===== src/hw/rtl/interval_arithmetic_unit_macros.svh =====
// assertion helpers for the interval arithmetic unit
`ifndef INTERVAL_ARITHMETIC_UNIT_MACROS_SVH
`define INTERVAL_ARITHMETIC_UNIT_MACROS_SVH

`ifndef SYNTHESIS
// same-cycle implication, checked on every rising edge out of reset
`define IAU_ASSERT_IMP(lbl, ante, cons) \
    lbl: assert property (@(posedge clk) disable iff (!rst_n) (ante) |-> (cons)) \
        else $error("iau check failed");
// next-cycle implication
`define IAU_ASSERT_NEXT(lbl, ante, cons) \
    lbl: assert property (@(posedge clk) disable iff (!rst_n) (ante) |=> (cons)) \
        else $error("iau check failed");
`else
`define IAU_ASSERT_IMP(lbl, ante, cons)
`define IAU_ASSERT_NEXT(lbl, ante, cons)
`endif

`endif


===== src/hw/rtl/iau_pkg.sv =====
`timescale 1ns / 1ps
`default_nettype none

package iau_pkg;

    localparam int WIDTH       = 32;
    localparam int FRAC_BITS   = 16;
    // quotient bits of 2^(2*frac) / |b|
    localparam int QW          = 2 * FRAC_BITS + 1;
    localparam int QUEUE_DEPTH = 4;
    localparam int IN_W        = 136;
    localparam int OUT_W       = 72;

    typedef logic signed [WIDTH-1:0] val_t;

    typedef logic [1:0] status_t;
    localparam status_t ST_OK   = 2'd0;
    localparam status_t ST_SPAN = 2'd1;
    localparam status_t ST_SAT  = 2'd2;

    typedef enum logic [2:0] {
        KIND_ADD  = 3'd0,
        KIND_SUB  = 3'd1,
        KIND_MUL  = 3'd2,
        KIND_DIV  = 3'd3,
        KIND_HULL = 3'd4
    } kind_t;

    // decoded operation, all zero for an unused kind
    typedef struct packed {
        logic add;
        logic sub;
        logic mul;
        logic div;
        logic hull;
    } op_t;

    typedef struct packed {
        op_t  op;
        logic span;
        val_t a_lo;
        val_t a_hi;
        val_t b_lo;
        val_t b_hi;
    } desc_t;

endpackage

`default_nettype wire


===== src/hw/rtl/iau_front.sv =====
`timescale 1ns / 1ps
`default_nettype none

module iau_front (
    input  logic [2:0]      kind,
    input  iau_pkg::val_t   a_lo,
    input  iau_pkg::val_t   a_hi,
    input  iau_pkg::val_t   b_lo,
    input  iau_pkg::val_t   b_hi,
    output iau_pkg::desc_t  desc
);

    iau_pkg::op_t  op;
    iau_pkg::val_t bmin;
    iau_pkg::val_t bmax;

    always_comb
    begin
        op = '0;
        case (iau_pkg::kind_t'(kind))
            iau_pkg::KIND_ADD:  op.add  = 1'b1;
            iau_pkg::KIND_SUB:  op.sub  = 1'b1;
            iau_pkg::KIND_MUL:  op.mul  = 1'b1;
            iau_pkg::KIND_DIV:  op.div  = 1'b1;
            iau_pkg::KIND_HULL: op.hull = 1'b1;
            default:            op      = '0;
        endcase
    end

    // divisor interval touching or crossing zero
    always_comb
    begin
        bmin = ($signed(b_lo) < $signed(b_hi)) ? b_lo : b_hi;
        bmax = ($signed(b_lo) < $signed(b_hi)) ? b_hi : b_lo;
    end

    always_comb
    begin
        desc.op   = op;
        desc.span = op.div && ($signed(bmin) <= 0) && ($signed(bmax) >= 0);
        desc.a_lo = a_lo;
        desc.a_hi = a_hi;
        desc.b_lo = b_lo;
        desc.b_hi = b_hi;
    end

endmodule

`default_nettype wire


===== config.mk =====
export PLATFORM = sky130hd
export DESIGN_NAME = iau_front
export DESIGN_NICKNAME = d
export VERILOG_FILES = /design/src/hw/rtl/interval_arithmetic_unit_macros.svh /design/src/hw/rtl/iau_pkg.sv /design/src/hw/rtl/iau_front.sv
export SDC_FILE = /design/constraint.sdc
export NUM_CORES = 1
export LEC_CHECK = 0
export BUFFER_PORTS_ARGS = -buffer_cell sky130_fd_sc_hd__buf_2
export CORE_AREA = 2 2 102 104
export DETAILED_ROUTE_END_ITERATION = 6
export DIE_AREA = 0 0 104 106
export GPL_TIMING_DRIVEN = 1
export PLACE_DENSITY = 0.67
export SYNTH_ARGS = -nofsm -noshare
export SYNTH_HDL_FRONTEND = slang
export SYNTH_SLANG_ARGS = --single-unit

===== constraint.sdc =====
create_clock -name vclk -period 2.1
set_input_delay 0 -clock vclk [all_inputs]
set_output_delay 0 -clock vclk [all_outputs]
set_load 0.005 [all_outputs]

==> results.py <==
metrics = {
    "floorplanning": {
        "coreArea_um2": 10000,
        "die_w_um": 104,
        "ios": 265,
        "initial_core_util_pct": 19.8,
        "std_cell_rows": 37,
        "dieArea_um2": 11000,
        "die_h_um": 106,
    },
    "critical_path": {
        "end_kind": "output pin",
        "crit_type": "input port to output pin",
        "worst_setup_path_start_kind": "input port",
        "arrival_ns": 2.03,
        "cp.depth": 10,
        "crit_path_cell_trace": "buf_6 > inv_1 > ha_4 > or3_1 > a21oi_2 > nor3_2 > a2111o_1 > a21oi_2 > mux2_4 > buf_6",
        "cp_num_buf_inv": 3,
        "worstPathRequired_ns": 2.10,
        "crit_path_start": "b_hi[5]",
        "crit_path_top_delay_cell": "a2111o_1",
        "worstSetupEndpoint": "desc[128]",
        "slowest_delay_ns": 0.45,
        "cp_top_family": "compound AO/OA/AOI/OAI gates",
        "crit_fanout": 3,
    },
    "sta": {
        "tightestPinTransition_ns": 0.493,
        "relSlewSlack_pct": 66.8,
        "fmax_ghz": 0.493,
        "finalMaxSlewViolations": 0,
        "tns_ns": 0,
        "fin_crit_ns": 2.03,
        "hold_viol": 0,
        "finalCritPeriodShare_pct": 96.7,
        "fin_hold_ws_ns": 0.00000226,
        "setup_slack_ns": 0.0697,
        "rsz0062_at_grt": "no",
        "setup_violations": 0,
    },
    "placed_design": {
        "gp_congestion": 0.779,
        "dpl.hpwl_um": 5310,
        "dp_slack_ns": 0.0580,
        "placed_cell_area_um2": 1880,
        "io_buffers": 137,
    },
    "finish": {
        "nClkBuffers": 0,
        "num_antenna_cells": 0,
        "area.growth.synth_to_final_pct": -3.03,
        "seq_cells": 0,
        "final_design_area_no_fill_um2": 1920,
        "fill_cells": 1167,
        "fin_util_pct": 19.2,
        "seqCellArea_um2": 0,
        "drive_gt1_share_pct": 51.8,
        "final_nets": 446,
    },
    "drt": {
        "drc": 0,
        "viasPerCell": 3.95,
        "vias": 1650,
        "dr.pass1.iters": 4,
        "routedWlPerCell_um": 14.0,
        "drt-total-wl_um": 5840,
        "ant_nets": 0,
        "drt-initial-drc-count": 52,
    },
    "global_route": {
        "grt_pass1_vias": 1488,
        "grtUsageMet2_pct": 17.1,
        "grt_busiest_layer": "met2",
        "grt_max_degree": 6,
        "grt_usage_pct": 9.58,
        "grtUsageMet3_pct": 1.66,
        "use_met1_pct": 11.8,
        "grt_pass1_wl_um": 8290,
        "antenna_found_initial": 0,
        "overflow": 0,
    },
    "yosys": {
        "yosysSeqAreaShare_pct": 0,
        "synth_largest_area_cell": "buf_4",
        "synth_cell_type_count": 28,
        "yosysWarnings": 0,
        "syn_area_per_cell_um2": 7.29,
        "synth_common_cells": "buf_4, inv_1, ha_1, nor4_1, a21oi_1",
        "syn-num-nets": 434,
        "synthCells": 272,
        "synth_area_leaders": "buf_4, ha_1, inv_1, nor4_1, a21oi_1",
        "yosys.area.top_type_share_pct": 48.5,
        "synth_area_um2": 1980,
        "yosysMostFrequentCell": "buf_4",
    },
    "power_and_ir_drop": {
        "power.density_nw_per_um2": 182,
        "peakVddDrop_mv": 0.0386,
        "p_leak_nw": 1.11,
    },
    "clocking": {
        "cts_hold_buffers": 0,
    },
    "run_status": {
        "outcome": "completed",
    },
    "worst_hold_path": {
        "hp-class": "input port to output pin",
    },
    "job": {
        "max_cap_violations": 0,
    },
}
-- cell families (layout without fill, tap and decap cells) --
kind of cell    Yosys count  count (layout)  synth area share, %
compound gates           29              29                 10.5
fa+ha+maj                31              31                 19.6
simple gates             50              50                 14.6
buf+inv                 161             171                 54.7
mux                       1               1                0.568
-- layout make-up --
| cell class | instances | area [um2] | area share, % |
|---|---|---|---|
| tap | 136 | 170 | 8.85 |
| inverter | 33 | 124 | 6.45 |
| multi-input combinational | 111 | 922 | 48.0 |
| timing repair buffer | 138 | 706 | 36.7 |
-- power breakdown --
group	internal [mW]	total, mW	switching, mW
sequential	0	0	0
clock	0	0	0
combinational	0.169	0.350	0.181
total	0.169	0.350	0.181
-- stage by stage --
| step | cells | total power, mW |
|---|---|---|
| 2_1_floorplan | 272 | 0.325 |
| 3_3_place_gp | 418 | 0.346 |
| 3_5_place_dp | 418 | 0.347 |
| 4_1_cts | 418 | 0.350 |
| 5_1_grt | 418 | 0.398 |
| 6_report | 418 | 0.350 |
-- layout by cell type (no fill, tap or decap), types with 4 or more instances in the layout --
cell type / netlist / routed
buf_2: 0 / 135
inv_1: 33 / 33
ha_1: 31 / 30
nor4_1: 14 / 14
a21oi_1: 11 / 10
nor3_1: 8 / 7
nand2_1: 7 / 7
nand4_1: 6 / 6
nor2_1: 4 / 4
-- metal layers --
| metal | vias up | wire length (um) | share of wire (%) |
|---|---|---|---|
| li1 | 818 | - | - |
| met1 | 711 | 2390 | 41 |
| met2 | 97 | 2700 | 46 |
| met3 | 24 | 579 | 9.9 |
| met4 | 0 | 170 | 2.9 |
| met5 | - | 0 | 0 |
-- worst min-delay path by stage --
stage	to	cells past startpoint	slack (ns)	startpoint
after floorplan	desc[133]	1	0.03	kind[1]
after global placement	desc[102]	0	0.00003	a_lo[6]
after detailed placement	desc[102]	0	0.00003	a_lo[6]
after CTS	desc[102]	0	0.00003	a_lo[6]
after global routing	desc[87]	0	0.000008	a_hi[23]
final	desc[93]	0	0.000002	a_hi[29]
-- timing repair --
action | in CTS | in global routing
endpoints found under the hold margin | 0 | 0
setup endpoints to repair | 0 | 1
gates resized for setup | 0 | 6
setup buffers | 0 | 0
(Power assumes the default switching activity.)
