==> src/hw/rtl/interval_arithmetic_unit_macros.svh <==
// assertion helpers for the interval arithmetic unit
`ifndef INTERVAL_ARITHMETIC_UNIT_MACROS_SVH
`define INTERVAL_ARITHMETIC_UNIT_MACROS_SVH

`ifndef SYNTHESIS
// same-cycle implication, checked on every rising edge out of reset
`define IAU_ASSERT_IMP(lbl, ante, cons) \
    lbl: assert property (@(posedge clk) disable iff (!rst_n) (ante) |-> (cons)) \
        else $error("iau check failed");
// next-cycle implication
`define IAU_ASSERT_NEXT(lbl, ante, cons) \
    lbl: assert property (@(posedge clk) disable iff (!rst_n) (ante) |=> (cons)) \
        else $error("iau check failed");
`else
`define IAU_ASSERT_IMP(lbl, ante, cons)
`define IAU_ASSERT_NEXT(lbl, ante, cons)
`endif

`endif

==> src/hw/rtl/iau_pkg.sv <==
`timescale 1ns / 1ps
`default_nettype none

package iau_pkg;

    localparam int WIDTH       = 32;
    localparam int FRAC_BITS   = 16;
    // quotient bits of 2^(2*frac) / |b|
    localparam int QW          = 2 * FRAC_BITS + 1;
    localparam int QUEUE_DEPTH = 4;
    localparam int IN_W        = 136;
    localparam int OUT_W       = 72;

    typedef logic signed [WIDTH-1:0] val_t;

    typedef logic [1:0] status_t;
    localparam status_t ST_OK   = 2'd0;
    localparam status_t ST_SPAN = 2'd1;
    localparam status_t ST_SAT  = 2'd2;

    typedef enum logic [2:0] {
        KIND_ADD  = 3'd0,
        KIND_SUB  = 3'd1,
        KIND_MUL  = 3'd2,
        KIND_DIV  = 3'd3,
        KIND_HULL = 3'd4
    } kind_t;

    // decoded operation, all zero for an unused kind
    typedef struct packed {
        logic add;
        logic sub;
        logic mul;
        logic div;
        logic hull;
    } op_t;

    typedef struct packed {
        op_t  op;
        logic span;
        val_t a_lo;
        val_t a_hi;
        val_t b_lo;
        val_t b_hi;
    } desc_t;

endpackage

`default_nettype wire

==> src/hw/rtl/iau_queue.sv <==
`timescale 1ns / 1ps
`default_nettype none

module iau_queue #(
    parameter int DEPTH = iau_pkg::QUEUE_DEPTH
) (
    input  logic           clk,
    input  logic           rst_n,
    input  logic           wr_valid,
    output logic           wr_ready,
    input  iau_pkg::desc_t wr_data,
    output logic           rd_valid,
    input  logic           rd_ready,
    output iau_pkg::desc_t rd_data
);

    localparam int AW = (DEPTH > 1) ? $clog2(DEPTH) : 1;
    localparam int CW = $clog2(DEPTH + 1);

    iau_pkg::desc_t mem_reg [0:DEPTH-1];
    logic [AW-1:0]  wr_ptr_reg, wr_ptr_next;
    logic [AW-1:0]  rd_ptr_reg, rd_ptr_next;
    logic [CW-1:0]  cnt_reg, cnt_next;
    logic           do_wr, do_rd;

    assign wr_ready = (cnt_reg != CW'(DEPTH));
    assign rd_valid = (cnt_reg != '0);
    assign rd_data  = mem_reg[rd_ptr_reg];
    assign do_wr    = wr_valid && wr_ready;
    assign do_rd    = rd_valid && rd_ready;

    always_comb
    begin
        wr_ptr_next = wr_ptr_reg;
        rd_ptr_next = rd_ptr_reg;
        cnt_next    = cnt_reg;
        if (do_wr)
        begin
            wr_ptr_next = (wr_ptr_reg == AW'(DEPTH - 1)) ? '0 : wr_ptr_reg + 1'b1;
        end
        if (do_rd)
        begin
            rd_ptr_next = (rd_ptr_reg == AW'(DEPTH - 1)) ? '0 : rd_ptr_reg + 1'b1;
        end
        if (do_wr && !do_rd)
        begin
            cnt_next = cnt_reg + 1'b1;
        end
        else if (do_rd && !do_wr)
        begin
            cnt_next = cnt_reg - 1'b1;
        end
    end

    always_ff @(posedge clk or negedge rst_n)
    begin
        if (!rst_n)
        begin
            wr_ptr_reg <= '0;
            rd_ptr_reg <= '0;
            cnt_reg    <= '0;
        end
        else
        begin
            wr_ptr_reg <= wr_ptr_next;
            rd_ptr_reg <= rd_ptr_next;
            cnt_reg    <= cnt_next;
        end
    end

    always_ff @(posedge clk)
    begin
        if (do_wr)
        begin
            mem_reg[wr_ptr_reg] <= wr_data;
        end
    end

endmodule

`default_nettype wire

==> config.mk <==
export PLATFORM = sky130hd
export DESIGN_NAME = iau_queue
export DESIGN_NICKNAME = d
export VERILOG_FILES = /design/src/hw/rtl/interval_arithmetic_unit_macros.svh /design/src/hw/rtl/iau_pkg.sv /design/src/hw/rtl/iau_queue.sv
export SDC_FILE = /design/constraint.sdc
export NUM_CORES = 1
export LEC_CHECK = 0
export BUFFER_PORTS_ARGS = -buffer_cell sky130_fd_sc_hd__buf_2
export CAP_MARGIN = 20
export CORE_UTILIZATION = 40
export DETAILED_ROUTE_END_ITERATION = 8
export GPL_TIMING_DRIVEN = 0
export PLACE_DENSITY = 0.64
export SLEW_MARGIN = 10
export SYNTH_ARGS = -nofsm -noshare
export SYNTH_HDL_FRONTEND = slang
export SYNTH_SLANG_ARGS = --single-unit
==> constraint.sdc <==
create_clock -name clk -period 6.2 [get_ports clk]
set_input_delay 0.31 -clock clk [delete_from_list [all_inputs] [get_ports clk]]
set_output_delay 0.31 -clock clk [all_outputs]
set_load 0.03 [all_outputs]
==> summary.txt <==
Outcome
  • Status: finished, final reports clean

Clocking
  • CTS root buf: clkbuf_16
  • CTS tree: yes
  • Clock Pin Slew Worst Setup and Hold Paths: 0.06 ns
  • Cts repair resizes: 0
  • Num CTS Buffers: 56
  • Clock sink count: 543
  • Longest Clk Path Bufs: 3
  • Max H-tree Level: 2
  • Worst skew pair latency: just under 0.6 ns

Final layout
  • Final core utilization: 52.5%
  • Final Cell Area: 25300 um^2
  • Area delta synth->final: 28.2%
  • Net count, final: 1357
  • Fillers: 3758
  • Area of the multi-input gates: 3270 um^2
  • Layout cells sized above 1: 42.7%
  • Max reg flops: roughly 540
  • Sequential cell area: 16300 um^2

Power and ir drop
  • Worst vdd ir: 0.256 mV
  • PD cells: 500 nW/um^2
  • Pleak: between 8 and 9 nW

Setup path
  • Crit path max fanout: 10
  • Startpoint Class: register
  • Worst Path Required: 5.89 ns
  • Critical path class: register to primary output
  • Reg-to-reg startpoint: cnt_reg[0]
  • R2r setup slk: 3.66 ns
  • Setup crit end kind: primary output
  • Reg-to-reg endpoint: mem_reg[3][65]
  • CP Data Arrival Time: 2.50 ns
  • Reg2reg path depth: 4

Logic synthesis
  • Ranking of synthesized cells by area: edfxtp_1, mux4_2, dfrtp_1
  • Post-synthesis sequential area ratio: approximately 83%
  • Synth Flop Type: edfxtp_1
  • Syn avg cell area: 26.8 um^2
  • Synth top area share: 81.6%
  • Cell taking the most area after synthesis: edfxtp_1
  • Post-synthesis cell area: between 15000 and 20000 um^2
  • Ys async rst share: under 10%
  • Synth unique cells: 18
  • Syn Inst Count: 737
  • Commonest cells post-synth: edfxtp_1, mux4_2, buf_2
  • Post-synth EDFFs: roughly 540
  • YS warnings: 0
  • Top-count cell post-synth: edfxtp_1
  • Number of synthesized register bits: ~540
  • Mapped Nets: ~880

Global route
  • Antenna violations before repair: 2
  • Global-route wire length before repair: between 60000 and 70000 um
  • Vias in the first global route: 10200
  • Overall routing resource usage: 16.1%
  • Largest net degree at the start of global routing: 50
  • Grt total ovfl: 0

Place
  • I/O Buffers: 273
  • Place WS: 3.68 ns
  • Routability cong.: 0.685
  • Post-DP HPWL: 24300 um
  • Placement Cell Area: between 20000 and 25000 um^2

Job
  • Max_cap viols: 0

Timing
  • Max-slew violations: 0
  • Worst slew pin tran: 0.756 ns
  • Final critical-path required period: 2.81 ns
  • PnR worst setup slack: 3.39 ns
  • Fin. Hold Viols: 0
  • RSZ-0062 raised after global routing: no
  • Max Fclk: 356 MHz
  • Worst relative slew slack: 49.6%
  • Worst clock skew: 0.00859 ns
  • Final setup viols: 0
  • Period utilization: 45.3%

Die
  • Die height: 224 um
  • Std-Cell Rows: 80
  • Core region area: 48100 um^2
  • Ports: 274
  • Die W: about 220 um
  • Initial Utilization: 41.0%
  • Die area: 50200 um^2

Drt
  • DRC Markers: 0
  • Vias after detailed routing: 9442
  • Detailed Route WL: 39900 um
  • WL/cell: 20.9 um
  • Number of vias per cell: 4.94
  • ANT nets after route: 0
  • First drt pass iteration count: 4
  • Initial DRC count: 479

Worst hold path
  • Tightest Hold Check Type: input port to asynchronous set/reset pin
## worst max-delay path, stage by stage, from the launching register on
cell     delay, ns
dfrtp_1       0.34
buf_2         0.30
buf_2         0.35
buf_2         0.34
mux4_2        0.38
buf_2         0.20
## cell type report
cell class	instances	share of cell area (%)
flip-flops and latches	543	64.4
multi-input cells	161	12.9
repair buffers	417	11.7
clock buffers	64	5.78
well taps	656	3.25
clock inverters	35	1.25
plain buffers	30	0.718
inverters	3	0.0445
diodes	2	0.0198
## timing repair
item                                   CTS  global route
endpoints found under the hold margin  543             0
setup buffers                            0             0
hold buffers                           135             0
## layout by cell type, fill, tap and decap left out, types with 6 or more instances in the layout
| master | netlist | routed |
|---|---|---|
| clkinv_1 | 0 | 6 |
| clkbuf_16 | 0 | 57 |
| ha_1 | 6 | 6 |
| buf_16 | 0 | 7 |
| clkinv_2 | 0 | 16 |
| dlygate4sd3_1 | 0 | 135 |
| edfxtp_1 | 536 | 536 |
| clkinvlp_4 | 0 | 6 |
| clkbuf_1 | 7 | 13 |
| buf_2 | 16 | 289 |
| buf_6 | 6 | 6 |
| dfrtp_1 | 7 | 7 |
| mux4_2 | 134 | 134 |
## where the power goes
part | total [W] | switching (W) | internal [W]
combinational | 0.00442 | 0.00282 | 0.00161
clock | 0.00324 | 0.00135 | 0.00189
sequential | 0.00498 | 0.000144 | 0.00484
total | 0.0126 | 0.00431 | 0.00834
## worst max path at each step
stage	endpoint	startpoint	depth (start not counted)	slack, ns
3_5_place_dp	mem_reg[3][62]	cnt_reg[0]	4	3.68
3_3_place_gp	mem_reg[3][65]	cnt_reg[0]	3	-1.13
6_report	rd_data[82]	rd_ptr_reg[1]	5	3.39
5_1_grt	rd_data[1]	rd_ptr_reg[1]	4	3.19
4_1_cts	rd_data[120]	rd_ptr_reg[1]	4	3.22
2_1_floorplan	mem_reg[0][0]	cnt_reg[0]	3	1.76
## stage by stage
step                power [W]  hold WS [ns]  setup TNS (ns)  instances
floorplan             0.00818        0.0144               0        737
global placement      0.00959         0.154         -589.11       1666
detailed placement    0.00952         0.158               0       1675
CTS                    0.0129        0.0675               0       1909
global route           0.0132        0.0831               0       1909
finish                 0.0126         0.105               0       1911
## layer usage
metal | vias up | part of all wire [%] | wire length (um) | global-route usage (%)
li1 | 4163 | - | - | -
met1 | 4965 | 41 | 16400 | 20.5
met2 | 238 | 50 | 20100 | 26.9
met3 | 74 | 6.2 | 2490 | 4.21
met4 | 2 | 2.3 | 926 | 5.08
met5 | - | 0.033 | 13 | 0
## kinds of logic after synthesis
group,count (synthesis),synth area share (%)
DFF,543,82.5
xor gates and xnor gates,3,0.133
muxes,139,15.6
buffers and inverters,33,0.977
and+or+nand+nor,11,0.273
adders and majority gates,7,0.482
AOI/OAI and AO/OA,1,0.0381
(Power assumes the default switching activity.)
